==> src/rtl/core/rbb_ram.sv <==
// Generic single write port RAM with registered read.
module rbb_ram #(
  parameter int Width = 8,
  parameter int Depth = 16
) (
  input  logic                     clk_i,
  input  logic                     we_i,
  input  logic [$clog2(Depth)-1:0] waddr_i,
  input  logic [Width-1:0]         wdata_i,
  input  logic [$clog2(Depth)-1:0] raddr_i,
  output logic [Width-1:0]         rdata_o
);

  logic [Width-1:0] mem_q [Depth];

  always_ff @(posedge clk_i) begin
    if (we_i) begin
      mem_q[waddr_i] <= wdata_i;
    end
    rdata_o <= mem_q[raddr_i];
  end

endmodule

==> config.mk <==
export PLATFORM = sky130hd
export DESIGN_NAME = rbb_ram
export DESIGN_NICKNAME = d
export VERILOG_FILES = /design/src/rtl/core/rbb_ram.sv
export SDC_FILE = /design/constraint.sdc
export NUM_CORES = 1
export LEC_CHECK = 0
export BUFFER_PORTS_ARGS = -buffer_cell sky130_fd_sc_hd__buf_4
export CAP_MARGIN = 20
export CORE_UTILIZATION = 55
export DETAILED_ROUTE_END_ITERATION = 16
export PLACE_DENSITY_LB_ADDON = 0.2
export SYNTH_ARGS = -nofsm -noshare
export SYNTH_HDL_FRONTEND = slang
export SYNTH_SLANG_ARGS = --single-unit
==> constraint.sdc <==
create_clock -name clk_i -period 4.2 [get_ports clk_i]
set_clock_uncertainty 0.2 [all_clocks]
set_input_delay 0.42 -clock clk_i [delete_from_list [all_inputs] [get_ports clk_i]]
set_output_delay 0.42 -clock clk_i [all_outputs]
set_load 0.01 [all_outputs]
# Word level (Yosys, flattened, before mapping)
# Memory sizes are Yosys's and may differ from the RTL's. A register that Yosys moved wholly into a read port is not among the register bits.
# Cells that the tools add are included.
[word_totals]
reg_bits = 0
latch_bits = 0
ram_bits = 128
mem_bits_ro = 0
inputBits = 18
out_inout_bits = 8
word_cells = 3
n_memories = 1
[mem_list]
columns = ["name", "depth", "width", "read_ports", "rd_clocked_by_memory_dff", "write_ports", "line", "text"]
rows = [
  ["mem_q", 16, 8, 1, 1, 1, "14", "logic [Width-1:0] mem_q [Depth];"],
]
[op_classes]
addsub = 0
mul = 0
div = 0
order_cmp = 0
n_eq_ne = 0
n_shift = 0
mux = 2
bitwise_logic = 0
n_reduce_logical = 0
[op_table]
columns = ["operator", "n"]
rows = [
  ["2-to-1 mux 1 bit", 2],
]

# Logic depth before layout (Yosys ltp)
# Gate-level depths: netlist (run 1).
[depth]
depth_word = 2
ltp_mapped = 5
depth_no_buf = 3

# Worst setup path after synthesis (run 1)
# No wires, ideal clock.
[synth_path]
path_kind = "input-to-reg"
from = "in waddr_i[2]"
to = "mem mem_q[0][0] (enable)"
setup_ns = 0.383
arrival_time_ns = 1.530
required_ns = 3.617
path_slack_ns = 2.087
cell_stages = 2
n_path_buf = 0
path_cell_list = "or3b_2 > nor3_1"
[synth_lines]
columns = ["item", "line", "text"]
rows = [
  ["start, declared", "8", "input logic [$clog2(Depth)-1:0] waddr_i,"],
  ["end, declared", "14", ""],
]
# Straight into the memory's write port.

# Worst setup path after layout (run 1)
[layout_path]
from = "in waddr_i[2]"
to = "mem mem_q[0][4] (enable)"
# Straight into the memory's write port.

==> results of run 1 <==
[power groups by stage]
| stage | clock, mW | combinational (mW) | sequential [mW] |
|---|---|---|---|
| after detailed placement | 0 | 0.145 | 1.55 |
| after global placement | 0 | 0.142 | 1.55 |
| after CTS | 1.41 | 0.146 | 1.53 |
| after floorplan | 0 | 0.0770 | 1.56 |
| after global routing | 1.46 | 0.156 | 1.53 |
| final | 1.39 | 0.145 | 1.53 |
[kinds of logic (layout without fill, tap and decap cells)]
group | count (synthesis) | count (layout) | share of synthesized area [%]
flops | 136 | 136 | 77.78
simple gates | 35 | 35 | 3.184
mux | 32 | 32 | 15.02
compound gates | 16 | 16 | 2.334
buf+inv | 10 | 59 | 1.677
[routing by layer]
layer / GRT usage, % / wire, µm / up-vias / share of wire [%]
met2: 31.58 / 4494 / 130 / 47
met1: 30.90 / 4176 / 1231 / 43
met4: 11.37 / 235 / 0 / 2.4
met3: 6.170 / 746 / 22 / 7.7
li1: - / - / 1051 / -
met5: 0 / 0 / - / 0
[stage by stage]
step	hold WS [ps]	cell area [µm²]
after floorplan	318.9	5147
after global placement	456.7	5406
after detailed placement	461.2	5406
after CTS	0.3836	5961
after global routing	15.94	5961
final	19.75	5961
[final timing paths]
path                      from     endpoint  cells after the start
setup reg to reg   mem_q[3][2]   rdata_o[2]                      3
setup / recovery    waddr_i[2]  mem_q[0][4]                      3
hold reg to reg   mem_q[14][1]   rdata_o[1]                      3
hold / removal      wdata_i[4]  mem_q[6][4]                      1
[registers in the layout (all words and copies together) (netlist names)]
name,flops
mem_q,128
rdata_o,8
[synth_stat cells]
cell / number
nand3b_1: 2
and2_1: 1
a22oi_1: 16
nand2_1: 9
mux4_1: 14
buf_6: 3
nor2_1: 13
nor3_1: 4
edfxtp_1: 128
buf_4: 1
clkdlybuf4s25_2: 3
nand2b_1: 2
mux4_2: 18
or3b_2: 1
nand3_1: 1
nor2b_1: 1
dfxtp_1: 8
and2b_1: 1
buf_2: 3
[area by class of cell]
type / instances / area, µm² / share of cell area (%)
flip-flops and latches: 136 / 4004 / 67.17
clock buffers: 18 / 417.9 / 7.011
well taps: 108 / 135.1 / 2.267
repair buffers: 28 / 210.2 / 3.526
multi-input cells: 83 / 1057 / 17.74
clock inverters: 13 / 136.4 / 2.288
==> metrics.md, run 1 <==
| Metric | Value |
|---|---|
| Count of fill cells added during filler insertion | `566` |
| Max Slew Vio Count | `0` |
| IO Pins | `26` |
| Critical path class | `in -> reg` |
| ANT cells | `0` |
| Leftover overflow at the end of global routing | `0` |
| Library cells used by synthesis | `19` |
| Net switching component of the power | `595.5 µW` |
| Non-filler instance count after layout | `386` |
| CP cell instances | `buf_4 > or3b_2 > nor3_1` |
| CTS tree | `done` |
| Int Pwr | `2.466 mW` |
| Setup-failing EPs final | `0` |
| Standard cell core area | `8891 µm²` |
| Clock-pin slew reported for the worst setup and hold paths after clock tree synthesis | `60 ps` |
| Count of buffers from port buffering | `25` |
| Initial Util | `57.89%` |
| Worst path setup slack after routing | `2308 ps` |
| Hold-fix buffers at CTS | `0` |
| Cell family contributing the most delay on the critical path | `simple AND/OR/NAND/NOR gates` |
| Total number of clock tree sinks | `136` |
| Switching part of the total power | `19.45%` |
| Maximum resistive drop on vdd | `0.2813 mV` |
| Largest incremental delay on the critical path | `770 ps` |
| Via count of the first global-routing pass | `2373` |
| Wire length of the first global-routing pass | `14320 µm` |
| Startpoint class of the critical path | `primary input` |
| Largest net degree at the start of global routing | `33` |
| Initial antenna violation count | `0` |
| Setup repair after global routing missed its margin | `no` |
| Fin crit share | `45.04%` |
| Worst-Skew Late Latency | `510 ps` |
| Y dimension of the die | `98.74 µm` |
| Worst EP required | `4130 ps` |
| # Max-Cap Violations | `0` |
| Mean instance size in the synthesized netlist | `22.48 µm²` |
| Overall fraction of global-route tracks in use | `21.87%` |
| Number of remaining DRC errors | `0` |
| CTS buffer count | `17` |
| Horizontal die dimension | `98.74 µm` |
| # nets final | `284` |
| Min-delay worst type | `in -> reg` |
| Cell count after synthesis | `229` |
| Leading area contributor after synthesis | `edfxtp_1` |
| Cells taking the most area after synthesis | `edfxtp_1 (75%), mux4_2 (7.9%), mux4_1 (7.1%)` |
| Pre-CTS WS | `1789 ps` |
| Actual transition at the worst max-transition pin | `1008 ps` |
| Violation count after the first detailed-routing iteration | `217` |
| Dpl hpwl | `5452 µm` |
| Detailed Routing Iterations Pass 1 | `5` |
| Routed Wire Length | `9652 µm` |
| Leak | `2.002 nW` |
| Worst-case clock buffer depth | `2` |
| Total of cells resized after clock tree synthesis | `0` |
| Std-Cell Rows | `34` |
| Critical Path Fanout Max | `8` |
| Final critical delay including setup and external delays | `1892 ps` |
| Post-synthesis register bit count | `136` |
| Most frequent standard cell in the layout excluding fill and tap cells | `edfxtp_1` |
| Final core utilization | `67.04%` |
| Crit path arrival time | `1820 ps` |
| Reg-to-reg setup timing slack | `2620 ps` |
| Area enclosed by the die boundary | `9750 µm²` |
| Category of the worst setup path capture point | `flip-flop` |
| Max Clock Freq | `528.6 MHz` |
| Routability congestion estimate from global placement | `0.7482` |
| Post-CTS setup buffer count | `0` |
| Synthesis-to-finish area growth | `15.80%` |
| Setup TNS | `0 ps` |
| Power per standard cell area | `513.6 nW/µm²` |
| Total chip power | `3.061 mW` |
| Antenna violation net count after detailed routing | `0` |
| Share of power burned in the clock network | `45.4%` |
| Master of the slowest instance on the critical path | `nor3_1` |
| Clock root buffer | `clkbuf_8` |
| Number of hold violations in the final report | `0` |
| Level count of the clock H-tree | `4` |
| Share of Yosys cell area claimed by the top area cell type | `74.67%` |
| Area of the mapped netlist | `5147 µm²` |
| Avg WL per Cell | `25.01 µm` |
| Part of the Yosys area used for sequential elements | `77.78%` |
| Combined buffer and inverter count along the critical path | `1` |
| Leading cell types in the layout, fill and taps excluded | `edfxtp_1 (128), buf_4 (28), mux4_2 (18)` |
| Count of vias placed by the detailed router | `2434` |
| Worst relative slew slack | `32.52%` |
| Proportion of power drawn by flip-flops and latches | `49.8%` |
| Warnings from Yosys | `0` |
| Outcome | `completed` |
| Total instance count after detailed placement | `355` |
| Fraction of power consumed by combinational cells | `4.7%` |
| Fraction of final layout cells sized beyond drive strength 1 | `25.90%` |
| Ratio of routed vias to standard cells | `6.306` |
| Post-Syn Nets | `247` |
Note: power is estimated with default switching activity, not from simulation.
==> run 2, diff against run 1 <==
==> constraint.sdc (replaced) <==
create_clock -name clk_i -period 1.86 [get_ports clk_i]
set_clock_uncertainty 0.2 [all_clocks]
set_input_delay 0.186 -clock clk_i [delete_from_list [all_inputs] [get_ports clk_i]]
set_output_delay 0.186 -clock clk_i [all_outputs]
set_load 0.01 [all_outputs]
==> metrics.md, run 2 (synthesized netlist as in run 1, its figures left out) <==
| Metric | Value |
|---|---|
| Min-delay worst type | `in -> reg (unchanged)` |
| CTS tree | `done (unchanged)` |
| Standard cell core area | `8891 µm² (unchanged)` |
| Most frequent standard cell in the layout excluding fill and tap cells | `edfxtp_1 (unchanged)` |
| Avg WL per Cell | `22.84 µm (was 25.01 µm)` |
| Total instance count after detailed placement | `377 (was 355)` |
| Largest incremental delay on the critical path | `560 ps (was 770 ps)` |
| Max Slew Vio Count | `0 (unchanged)` |
| Reg-to-reg setup timing slack | `310 ps (was 2620 ps)` |
| Worst setup endpoint | `mem_q[0][2] (was mem_q[0][4])` |
| Number of hold violations in the final report | `0 (unchanged)` |
| Reg2reg path depth | `3 (unchanged)` |
| Count of vias placed by the detailed router | `2505 (was 2434)` |
| Actual transition at the worst max-transition pin | `429.1 ps (was 1008 ps)` |
| Dpl hpwl | `6157 µm (was 5452 µm)` |
| Total of cells resized after clock tree synthesis | `0 (unchanged)` |
| Area of the multi-input gates | `1062 µm² (was 1057 µm²)` |
| Leftover overflow at the end of global routing | `0 (unchanged)` |
| Routed Wire Length | `9615 µm (was 9652 µm)` |
| Setup repair after global routing missed its margin | `no (unchanged)` |
| Crit path arrival time | `1780 ps (was 1820 ps)` |
| Synthesis-to-finish area growth | `22.90% (was 15.80%)` |
| Y dimension of the die | `98.74 µm (unchanged)` |
| ANT cells | `0 (unchanged)` |
| # Max-Cap Violations | `0 (unchanged)` |
| Max Clock Freq | `565.2 MHz` |
| Via count of the first global-routing pass | `2681 (was 2373)` |
| CP cell instances | `dlygate4sd3_1 > buf_4 > nor3_2 > dlygate4sd3_1 > buf_4 (was buf_4 > or3b_2 > nor3_1)` |
| Fraction of final layout cells sized beyond drive strength 1 | `32.59% (was 25.90%)` |
| Category of the worst setup path capture point | `flip-flop (unchanged)` |
| Post-CTS setup buffer count | `0 (unchanged)` |
| Fin crit share | `95.13%` |
| Wire length of the first global-routing pass | `15010 µm (was 14320 µm)` |
| Power per standard cell area | `1137 nW/µm² (was 513.6 nW/µm²)` |
| Outcome | `completed (unchanged)` |
| Number of remaining DRC errors | `0 (unchanged)` |
| IO Pins | `26 (unchanged)` |
| Flip-flop count of the largest register after layout | `128 (unchanged)` |
| Leak | `2.196 nW (was 2.002 nW)` |
| Horizontal die dimension | `98.74 µm (unchanged)` |
| Std-Cell Rows | `34 (unchanged)` |
| Master of the slowest instance on the critical path | `dlygate4sd3_1 (was nor3_1)` |
| # nets final | `318 (was 284)` |
| Startpoint class of the critical path | `primary input (unchanged)` |
| Register containing the most flip-flops in the final layout | `mem_q (unchanged)` |
| Routability congestion estimate from global placement | `0.7188 (was 0.7482)` |
| Cell family contributing the most delay on the critical path | `buffers and inverters (was simple AND/OR/NAND/NOR gates)` |
| Level count of the clock H-tree | `4 (unchanged)` |
| Clock-pin slew reported for the worst setup and hold paths after clock tree synthesis | `60 ps (about the same)` |
| Area enclosed by the die boundary | `9750 µm² (unchanged)` |
| Count of buffers from port buffering | `25 (unchanged)` |
| CTS buffer count | `17 (unchanged)` |
| Total number of clock tree sinks | `136 (unchanged)` |
| Initial antenna violation count | `0 (unchanged)` |
| Violation count after the first detailed-routing iteration | `135 (was 217)` |
| Overall fraction of global-route tracks in use | `22.25% (was 21.87%)` |
| Initial Util | `57.89% (unchanged)` |
| Worst-Skew Late Latency | `510 ps (about the same)` |
| Antenna violation net count after detailed routing | `0 (unchanged)` |
| Maximum resistive drop on vdd | `0.7748 mV (was 0.2813 mV)` |
| Setup-failing EPs final | `0 (unchanged)` |
| Worst Setup SP | `waddr_i[1] (was waddr_i[2])` |
| Final critical delay including setup and external delays | `1769 ps` |
| Combined buffer and inverter count along the critical path | `4 (was 1)` |
| FF-to-FF End | `rdata_o[7] (was rdata_o[2])` |
| Worst relative slew slack | `71.34% (was 32.52%)` |
| Detailed Routing Iterations Pass 1 | `4 (was 5)` |
| Sequential cell area in the final layout | `4004 µm² (unchanged)` |
| Number of cells on the critical path | `5 (was 3)` |
| Ratio of routed vias to standard cells | `5.950 (was 6.306)` |
| Setup TNS | `0 ps (unchanged)` |
| Worst path setup slack after routing | `90.56 ps (was 2308 ps)` |
| Startpoint of the lowest-slack hold path | `raddr_i[3] (was wdata_i[4])` |
| Clock root buffer | `clkbuf_8 (unchanged)` |
| Count of fill cells added during filler insertion | `532 (was 566)` |
| Critical path class | `in -> reg (unchanged)` |
| Biggest registers after layout | `mem_q x128, rdata_o x8 (unchanged)` |
| Worst-case clock buffer depth | `2 (unchanged)` |
| Largest net degree at the start of global routing | `17 (was 33)` |
| Startpoint of the worst-slack reg-to-reg timing path | `mem_q[6][7] (was mem_q[3][2])` |
| Worst Hold Slack | `37.32 ps (was 19.75 ps)` |
| Non-filler instance count after layout | `421 (was 386)` |
| Worst EP required | `1870 ps (was 4130 ps)` |
| Leading cell types in the layout, fill and taps excluded | `edfxtp_1 (128), buf_4 (48), mux4_2 (18) (was edfxtp_1 (128), buf_4 (28), mux4_2 (18))` |
| Pre-CTS WS | `36.23 ps (was 1789 ps)` |
| Critical Path Fanout Max | `8 (unchanged)` |
==> run 2: cell types whose count changed in the layout (fill, tap and decap cells not counted), sizes merged <==
| cell | change |
|---|---|
| clkinvlp | +2 |
| clkbuf | -1 |
| inv | +6 |
| buf | +22 |
| clkinv | -6 |
| dlygate4sd3 | +12 |
==> run 2: what timing repair did <==
| item | CTS | global route |
|---|---|---|
| hold buffers | 12 | 0 |
| hold endpoints to repair | 163 | 0 |
| endpoints found under the setup margin | 0 | 0 |
==> run 2: routing by layer <==
layer / track usage, % / wire [µm]
met5: 0 / 0
met4: 10.45 / 204
met3: 5.035 / 414
met2: 36.04 / 4854
met1: 29.05 / 4142
==> run 2: worst min path at each step <==
stage	slack [ps]	cells after the start	end
final	40	5	rdata_o[4]
after global routing	50	5	rdata_o[4]
after CTS	5	5	rdata_o[4]
after detailed placement	300	1	mem_q[14][6]
after global placement	290	1	mem_q[14][6]
after floorplan	80	0	mem_q[0][0]
==> run 2: metrics by stage <==
step	total power [mW]	utilization, %	cell area (µm²)
global route	7.406	71.15	6326
floorplan	3.688	-	5152
finish	7.192	71.15	6326
CTS	7.247	71.15	6326
detailed placement	3.868	63.00	5602
global placement	3.858	63.00	5602
==> run 2: final cells by class <==
type,count,area share [%]
multi-input combinational,83,16.79
tap,108,2.136
clock inverter,15,3.006
timing repair buffer,62,8.228
sequential,136,63.29
clock buffer,17,6.547
==> run 2: worst min-delay path, cell delays in order <==
cell     delay (ps)
buf_4           120
nor2_1           80
buf_4           170
a22oi_1          90
nand2_1          60
==> run 2: power breakdown <==
group	switching, mW	leakage [nW]	internal, mW
clock network	1.30	0.288	2.07
registers	0.0234	1.22	3.43
logic	0.188	0.684	0.183
