## src/rtl/core/rbb_pkg.sv

```systemverilog
// Shared types, sizes and codes of the run blob bounding box block.
package rbb_pkg;

  localparam int ColW     = 10;
  localparam int CfgW     = 11;
  localparam int MaxRuns  = 64;
  localparam int MaxRects = 256;
  localparam int MaxWidth = 1024;
  localparam int MaxHeight = 1024;
  localparam int RunIdxW  = $clog2(MaxRuns);
  localparam int RunCntW  = RunIdxW + 1;
  localparam int RectIdxW = $clog2(MaxRects);
  localparam int RectCntW = RectIdxW + 1;
  localparam int RunAddrW = RunIdxW + 1;

  localparam logic [1:0] ActPixel = 2'd0;
  localparam logic [1:0] ActRead  = 2'd1;
  localparam logic [1:0] ActClear = 2'd2;

  localparam logic [1:0] CfgImageWidth  = 2'd0;
  localparam logic [1:0] CfgImageHeight = 2'd1;
  localparam logic [1:0] CfgMinRunSpan  = 2'd2;

  typedef struct packed {
    logic [ColW-1:0]     b;
    logic [ColW-1:0]     e;
    logic [RectIdxW-1:0] id;
  } run_t;

  typedef struct packed {
    logic [ColW-1:0] left;
    logic [ColW-1:0] top;
    logic [ColW-1:0] right;
    logic [ColW-1:0] bottom;
    logic            removed;
  } rect_t;

  typedef struct packed {
    logic            close;
    logic [ColW-1:0] b;
    logic [ColW-1:0] e;
    logic [ColW-1:0] row;
    logic            rowend;
  } scan_evt_t;

endpackage

```

## src/rtl/core/rbb_scan.sv

```systemverilog
// Raster position and run tracking of the pixel stream.
module rbb_scan (
  input  logic                     clk_i,
  input  logic                     rst_ni,
  input  logic                     step_i,
  input  logic                     clear_i,
  input  logic                     pixel_on_i,
  input  logic [rbb_pkg::CfgW-1:0] width_i,
  input  logic [rbb_pkg::CfgW-1:0] height_i,
  output rbb_pkg::scan_evt_t       evt_o,
  output logic                     done_o
);

  logic [rbb_pkg::ColW-1:0] col_q, col_d, row_q, row_d, begin_q, begin_d;
  logic                     open_q, open_d, done_q, done_d;
  logic [rbb_pkg::CfgW-1:0] wlim, hlim;
  logic                     last;

  always_comb begin
    if (width_i == '0) begin
      wlim = rbb_pkg::CfgW'(1);
    end else if (width_i > rbb_pkg::CfgW'(rbb_pkg::MaxWidth)) begin
      wlim = rbb_pkg::CfgW'(rbb_pkg::MaxWidth);
    end else begin
      wlim = width_i;
    end
    if (height_i == '0) begin
      hlim = rbb_pkg::CfgW'(1);
    end else if (height_i > rbb_pkg::CfgW'(rbb_pkg::MaxHeight)) begin
      hlim = rbb_pkg::CfgW'(rbb_pkg::MaxHeight);
    end else begin
      hlim = height_i;
    end
  end

  assign last = {1'b0, col_q} >= (wlim - rbb_pkg::CfgW'(1));

  always_comb begin
    evt_o.close  = open_q && (!pixel_on_i || last);
    evt_o.b      = begin_q;
    evt_o.e      = col_q;
    evt_o.row    = row_q;
    evt_o.rowend = last;
  end

  always_comb begin
    col_d   = col_q;
    row_d   = row_q;
    begin_d = begin_q;
    open_d  = open_q;
    done_d  = done_q;
    if (clear_i) begin
      col_d   = '0;
      row_d   = '0;
      begin_d = '0;
      open_d  = 1'b0;
      done_d  = 1'b0;
    end else if (step_i) begin
      if (open_q) begin
        if (!pixel_on_i || last) begin
          open_d = 1'b0;
        end
      end else if (pixel_on_i && !last) begin
        open_d  = 1'b1;
        begin_d = col_q;
      end
      if (!last) begin
        col_d = col_q + rbb_pkg::ColW'(1);
      end else begin
        col_d  = '0;
        open_d = 1'b0;
        if (({1'b0, row_q} + rbb_pkg::CfgW'(1)) >= hlim) begin
          done_d = 1'b1;
        end else begin
          row_d = row_q + rbb_pkg::ColW'(1);
        end
      end
    end
  end

  always_ff @(posedge clk_i or negedge rst_ni) begin
    if (!rst_ni) begin
      col_q   <= '0;
      row_q   <= '0;
      begin_q <= '0;
      open_q  <= 1'b0;
      done_q  <= 1'b0;
    end else begin
      col_q   <= col_d;
      row_q   <= row_d;
      begin_q <= begin_d;
      open_q  <= open_d;
      done_q  <= done_d;
    end
  end

  assign done_o = done_q;

endmodule

```

## config.mk

```make
export PLATFORM = sky130hd
export DESIGN_NAME = rbb_scan
export DESIGN_NICKNAME = d
export VERILOG_FILES = /design/src/rtl/core/rbb_pkg.sv /design/src/rtl/core/rbb_scan.sv
export SDC_FILE = /design/constraint.sdc
export NUM_CORES = 1
export LEC_CHECK = 0
export ABC_AREA = 1
export BUFFER_PORTS_ARGS = -buffer_cell sky130_fd_sc_hd__buf_2
export CAP_MARGIN = 20
export CORE_MARGIN = 2
export CORE_UTILIZATION = 45
export CTS_CLUSTER_SIZE = 10
export DETAILED_ROUTE_END_ITERATION = 10
export PLACE_DENSITY = 0.68
export RECOVER_POWER = 25
export SKIP_CTS_REPAIR_TIMING = 1
export SKIP_LAST_GASP = 1
export SYNTH_ARGS = -nofsm -noshare
export SYNTH_HDL_FRONTEND = slang
export SYNTH_SLANG_ARGS = --single-unit
```

## constraint.sdc

```tcl
create_clock -name clk_i -period 4.44 [get_ports clk_i]
set_input_delay 0.444 -clock clk_i [delete_from_list [all_inputs] [get_ports clk_i]]
set_output_delay 0.444 -clock clk_i [all_outputs]
set_load 0.02 [all_outputs]
```

# After elaboration in Yosys (flattened, before gate mapping)
# Cells that the tools add are included.
# totals
out_inout_bits	33
elab_cells	54
input_bits	27
register_bits	32
# classes
n_reduce_logical	14
addsub	4
muxes	25
order_cmp	4
n_eq_ne	2
# op_table
operator	n
2-to-1 mux 10 bit	11
2-to-1 mux 11 bit	4
> comparator 11 bit, second input constant	2
zero test 11 bit	2
adder 10 x 1 -> 10 bit, second input constant	2
adder 10 x 1 -> 11 bit, second input constant	1
>= comparator 10 x 11 -> 1 bit	1
>= comparator 11 bit	1
subtractor 11 x 1 -> 11 bit, second input constant	1
2-to-1 mux 1 bit	10
AND reduction 3 bit	3
nonzero test 2 bit	4
inequality test 2 bit, second input constant	2
logical AND 1 bit	2
zero test 1 bit	2
logical OR 1 bit	1

# Logic depth before layout (Yosys ltp)
# Gate-level depths: netlist of run 1.
# depth
depth_word	12
ltp_mapped	24
ltp_nobuf	22

# Worst setup path after synthesis of run 1
# Ideal clock, no wire load.
# synth_timing
path_kind	input-to-output
startpoint	input port width_i[2] in the netlist's numbering
endpoint	output port evt_o[31] in the netlist's numbering
path_buffers	2
t_required_ps	3996
setup_slack_ps	1077
t_arrival_ps	2919
cell_stages	21
path_cell_list	nor2_1 nand3_1 o21ai_2 buf_6 nand2_1 ha_1 buf_1 xor2_1 ha_1 nand2_1 inv_1 nand2_1 nand2_1 nand2_1 nand2_1 nand2_1 nand3_1 nand2_1 nand3_1 nand3_4 a21oi_1
# synth_lines
item	line	rtl
start: declaration	rbb_scan.sv:8	input logic [rbb_pkg::CfgW-1:0] width_i,
end: declaration	rbb_scan.sv:10	output rbb_pkg::scan_evt_t evt_o,

==> run_results.csv, run 1 <==
group,metric,value,unit
yosys,syn_area,2620,um2
sta,drv_slew,33,
sta,fin_crit,3.63,ns
yosys,synth_top_family_by_area,"simple AND/OR/NAND/NOR gates",
drt,ant_nets,0,
yosys,muxShareOfSynthArea,0,%
floorplan,die_w,80.3,um
yosys,synth_top_area_share,30.5,%
yosys,synth-compound-area-share,6.30,%
yosys,post-synth-top-count-cell,"nand2_1",
yosys,avgSynthCellArea,7.32,um2
yosys,synth-edff-count,0,
critical_path,critPathKind,"in2out",
placed_design,place_ws,0.781,ns
worst_hold_path,holdPathStages,3,
drt,drc,0,
worst_hold_path,hp-class,"in2reg",
drt,via_per_inst,5.08,
sta,max_freq,0.276,GHz
floorplan,coreArea,5570,um2
critical_path,cp_max_fo,7,
floorplan,initial_core_util,47.0,%
cts,clk_path_buf_depth,2,
critical_path,start_kind,"input pin",
yosys,yosys.area.top_type,"dfrtp_1",
cts,cts.sinks,32,
final_layout,fillCellCount,561,
floorplan,fp.dieArea,6450,um2
global_route,gr-usage-all-layers,20.9,%
drt,wire_per_inst,12.4,um
yosys,yosys_warnings,0,
yosys,synthTopCellsByArea,"dfrtp_1, nand2_1, ha_1",
sta,fin_crit_sh,81.7,%
global_route,grt_first_pass_wirelength,10700,um
sta,tns,0,ns
cts,cts_max_level,2,
cts,cts_buffers,5,
yosys,synth_nets,409,
sta,worst_pin_slew,1.77,ns
critical_path,required,4.00,ns
final_layout,fin_nets,466,
yosys,synthTopCellsByCount,"nand2_1, nor2_1, inv_1, dfrtp_1, ha_1",
final_layout,final_cell_count_no_fill,488,
final_layout,drive_gt1_share,20.0,%
status,violations,"capacitance limit, slew limit",
sta,max-slew-margin-rel,-17.7,%
yosys,synth_seq_cells,32,
placed_design,dp_hpwl,4720,um
drt,firstDrtPassIters,4,
placed_design,place_inst,480,
yosys,synth_cell_type_count,33,
global_route,grt_max_degree,33,
cts,cts_root_buf,"clkbuf_8",
pwr,powerDensity,279,nW/um2
drt,vias,2480,
floorplan,rows,27,
cts,clk_pin_slew,0.06,ns
global_route,globalRoute.totalOverflow,0,
critical_path,worst_ep_arrival_time,3.18,ns
placed_design,gp_congestion,0.836,
yosys,synth_adder_area_share,11.5,%
sta,setup_ws,0.813,ns
cts,clk_latency,0.29,ns
floorplan,boundaryPins,60,
global_route,antenna_found_initial,0,
global_route,grt_pass1_vias,2437,
drt,drt-initial-drc-count,120,
final_layout,utilization,54.9,%
critical_path,cp-end-kind,"output port",
yosys,synth-simple-area-share,35.6,%
final_layout,diodes,0,
sta,fin_skew,0.00914,ns
cts,cts_tree,"yes",
pwr,p_leak,1.74,nW
yosys,synth_xor_area_share,7.68,%
yosys,yosysSeqAreaShare,30.5,%
status,outcome,"finished, violations left",
pwr,irDropWorstVdd,0.223,mV
sta,hold_viol,0,
critical_path,worstRegToRegCells,16,
yosys,syn_inst,358,
yosys,synthArstFlopShare,100,%
sta,rsz0062_at_grt,"false",
drt,wirelength,6060,um
sta,setup_viol,0,
placed_design,io_buffers,59,
floorplan,fp.dieH,80.3,um
final_layout,area_growth_syn_to_layout,16.8,%
flow_run,cap_violations,1,
yosys,ys.flop_type,"dfrtp_1",
## power breakdown
group / internal (W) / switching (W)
clock: 0.000167 / 0.000115
combinational: 0.0000858 / 0.000154
sequential: 0.000311 / 0.0000214
## per-stage QoR
step / hold WS [ns] / area (um2) / total power, W
floorplan: 0.148 / 2620 / 0.000501
global placement: 0.491 / 2950 / 0.000574
detailed placement: 0.489 / 2950 / 0.000579
CTS: 0.223 / 3060 / 0.000860
global route: 0.475 / 3060 / 0.000913
finish: 0.455 / 3060 / 0.000853
## flip-flops by register name, indices dropped and copies added, names as in the netlist
register and flops:
row_q 10, open_q 1, done_o 1, begin_q 10
col_q 10
## path summary, 6_finish.rpt
check                      slack [ns]          to  startpoint
min in group asynchronous        0.62    col_q[8]      rst_ni
max                              0.81   evt_o[31]  width_i[5]
max reg2reg                      1.21    row_q[1]    row_q[0]
max in group asynchronous        2.80    row_q[0]      rst_ni
min reg2reg                      0.51  begin_q[8]  begin_q[8]
min                              0.45      open_q  pixel_on_i
## critical path: stages
cell     delay (ns)
buf_2          0.14
nor2_1         0.05
nand3_1        0.11
nor3_1         0.05
o21ai_0        0.32
ha_1           0.41
nand2_1        0.11
xnor2_1        0.15
ha_1           0.29
nand2_1        0.07
nor2_1         0.15
nand2_1        0.07
nand2_1        0.05
nand2_1        0.04
nand3_1        0.06
nand2_1        0.05
nand3_1        0.13
nand3_4        0.14
a21oi_1        0.15
buf_2          0.18
## cell families (layout without fill, tap and decap cells)
kind of cell	Yosys count	in the layout
buffers and inverters	53	111
adder cells (fa/ha/maj)	24	24
AO/OA/AOI/OAI	25	25
flip-flops	32	32
XOR/XNOR	23	23
AND/OR/NAND/NOR	201	201
## layout by cell type, fill, tap and decap left out, types with 4 or more instances in the layout
master | Yosys | routed
nand3_2 | 5 | 5
nand4_1 | 19 | 19
o21ai_0 | 7 | 7
nand3_1 | 20 | 20
buf_2 | 0 | 58
nand2_1 | 93 | 93
nor2_1 | 45 | 45
a21oi_1 | 9 | 9
dfrtp_1 | 32 | 32
clkbuf_8 | 0 | 5
xor2_1 | 20 | 20
ha_1 | 24 | 24
nor3_1 | 4 | 4
inv_1 | 40 | 40
## final cells by class
cell class | count | area [um2] | share of cell area [%]
timing repair buffer | 60 | 302 | 9.85
clock buffer | 6 | 72.6 | 2.37
sequential | 32 | 801 | 26.2
tap | 72 | 90.1 | 2.94
clock inverter | 2 | 35.0 | 1.14
inverter | 43 | 161 | 5.27
multi-input combinational | 273 | 1600 | 52.2
## metal layers
metal  vias up  wire length (um)  track usage (%)
met1      1137              2770             26.3
met4         0                34             4.07
met5         -                 0                0
met2        51              2980             36.9
li1       1288                 -                -
met3         4               281             4.27
(Power assumes the default switching activity.)
==> run 2: changes to the inputs <==
==> constraint.sdc (replaced) <==
create_clock -name clk_i -period 3.4 [get_ports clk_i]
set_input_delay 0.34 -clock clk_i [delete_from_list [all_inputs] [get_ports clk_i]]
set_output_delay 0.34 -clock clk_i [all_outputs]
set_load 0.02 [all_outputs]
==> run 2 against run 1 <==
- the run still ends with capacitance limit, slew limit left
- global-route usage rose by 0.19 points
- final area rose by 1.6%
- routed wire length rose by 4.1%
- critical path depth did not move
- final cell count rose by 0.82%
- sequential share of layout area fell by 0.42 points
- power rose by 21%
==> run_results.csv, run 2 (same netlist as run 1, synthesis figures left out) <==
group,metric,value,unit
critical_path,critPathKind,"in2out",
drt,ant_nets,0,
drt,wirelength,6310,um
global_route,grt_max_degree,33,
drt,wire_per_inst,12.8,um
sta,fin_skew,0.00958,ns
critical_path,cp.depth,20,
critical_path,reg2reg_slack,0.41,ns
drt,vias,2576,
placed_design,io_buffers,59,
placed_design,gp_congestion,0.846,
final_layout,drive_gt1_share,22.6,%
floorplan,die_w,80.3,um
sta,fin_crit,3.16,ns
critical_path,slowest_stage,"ha_1",
critical_path,r2r-start,"row_q[0]",
drt,drc,0,
final_layout,area_growth_syn_to_layout,18.7,%
worst_hold_path,hp-class,"in2reg",
floorplan,initial_core_util,47.0,%
sta,max_freq,0.316,GHz
cts,cts_tree,"yes",
pwr,power,0.00103,W
critical_path,start_kind,"input pin",
cts,clk_latency,0.28,ns
cts,cts_max_level,2,
final_layout,diodes,0,
global_route,gr-usage-all-layers,21.1,%
placed_design,dp_hpwl,4940,um
critical_path,max_stage_delay,0.28,ns
critical_path,cp-end-kind,"output port",
critical_path,cp_common_cell,"nand2_1",
critical_path,cp_max_fo,7,
flow_run,cap_violations,1,
floorplan,fp.dieH,80.3,um
final_layout,mostFrequentLayoutCell,"nand2_1",
sta,worst_pin_slew,1.71,ns
sta,drv_slew,33,
floorplan,coreArea,5570,um2
sta,fin_crit_sh,93.0,%
pwr,irDropWorstVdd,0.179,mV
drt,via_per_inst,5.24,
critical_path,r2r-end,"row_q[0]",
global_route,grt_first_pass_wirelength,10800,um
global_route,grt_pass1_vias,2472,
drt,drt-initial-drc-count,139,
pwr,p_leak,1.76,nW
final_layout,utilization,55.8,%
global_route,antenna_found_initial,0,
critical_path,path_delay_family,"simple AND/OR/NAND/NOR gates",
pwr,powerDensity,331,nW/um2
final_layout,fin_nets,471,
status,outcome,"finished, violations left",
drt,firstDrtPassIters,5,
critical_path,worstRegToRegCells,16,
cts,cts_buffers,5,
global_route,globalRoute.totalOverflow,0,
cts,clk_pin_slew,0.06,ns
worst_hold_path,holdPathStages,3,
floorplan,boundaryPins,60,
cts,cts_root_buf,"clkbuf_8",
floorplan,fp.dieArea,6450,um2
cts,clk_path_buf_depth,2,
worst_hold_path,min_to,"done_o",
critical_path,required,3.06,ns
sta,tns,0,ns
cts,cts.sinks,32,
worst_hold_path,holdCritStartpoint,"step_i",
status,violations,"capacitance limit, slew limit",
critical_path,path_cells,"buf_2, nor2_1, nand3_2, o21ai_4, buf_6, and2_2, nor3_4, xor2_1, ha_1, nand2_1, nor2_1, nand2_1, nand2_1, nand2_1, nand3_1, nand2_1, nand3_2, nand3_4, a21oi_2, buf_4",
sta,max-slew-margin-rel,-14.1,%
final_layout,reg.largest.list,"begin_q: 10 flops, col_q: 10 flops, row_q: 10 flops",
critical_path,path_buf_inv,3,
sta,setup_viol,0,
sta,hold_viol,0,
floorplan,rows,27,
final_layout,most-common-layout-cells,"nand2_1, buf_2, nor2_1, inv_1, dfrtp_1",
critical_path,worst_ep_arrival_time,2.82,ns
==> run 2: metal layers <==
metal  track usage, %  share of wire [%]  vias up
met5                0                  0        -
met4             4.07               0.57        0
met3             3.60                4.9        5
met2             37.8                 51       65
met1             26.5                 43     1209
li1                 -                  -     1297
==> run 2: worst max-delay path by stage <==
stage | to | startpoint | slack (ns)
2_1_floorplan | evt_o[31] | width_i[2] | 0.24
3_3_place_gp | evt_o[31] | width_i[5] | 0.21
3_5_place_dp | begin_q[1] | width_i[2] | 0.12
4_1_cts | evt_o[31] | width_i[2] | 0.13
5_1_grt | evt_o[31] | width_i[2] | -0.007
6_report | evt_o[31] | width_i[2] | 0.24
==> run 2: per-stage QoR <==
| step | hold slack (ns) | worst slack (ns) | instances | cell area, um2 |
|---|---|---|---|---|
| finish | 0.374 | 0.239 | 492 | 3110 |
| detailed placement | 0.441 | 0.116 | 484 | 2980 |
| CTS | 0.126 | 0.130 | 491 | 3060 |
| global placement | 0.433 | 0.209 | 484 | 2980 |
| floorplan | 0.0444 | 0.245 | 358 | 2620 |
| global route | 0.373 | -0.00719 | 492 | 3110 |
==> run 2: report_power, final <==
part | internal [W] | switching, W
Clock | 0.000139 | 0.000131
Sequential | 0.000406 | 0.0000281
Combinational | 0.000120 | 0.000208
==> run 2: area by class of cell <==
type	instances	area (um2)
fillers	561	2460
clock inverters	1	5.00
repair buffers	65	345
flip-flops and latches	32	801
multi-input cells	273	1640
clock buffers	6	72.6
inverters	43	161
well taps	72	90.1
==> run 2: worst register-to-register path: stages, from the launching register on <==
cell      delay (ns)
dfrtp_1         0.44
ha_1            0.22
nand3_1         0.12
nand3b_1        0.21
nor2_1          0.17
nand2_1         0.09
xor2_1          0.18
inv_1           0.08
ha_1            0.32
a21oi_1         0.15
nor2_1          0.06
a211oi_1        0.17
nand4_1         0.16
nand2_1         0.13
nand3_2         0.21
nand2_1         0.13
nand2_1         0.05
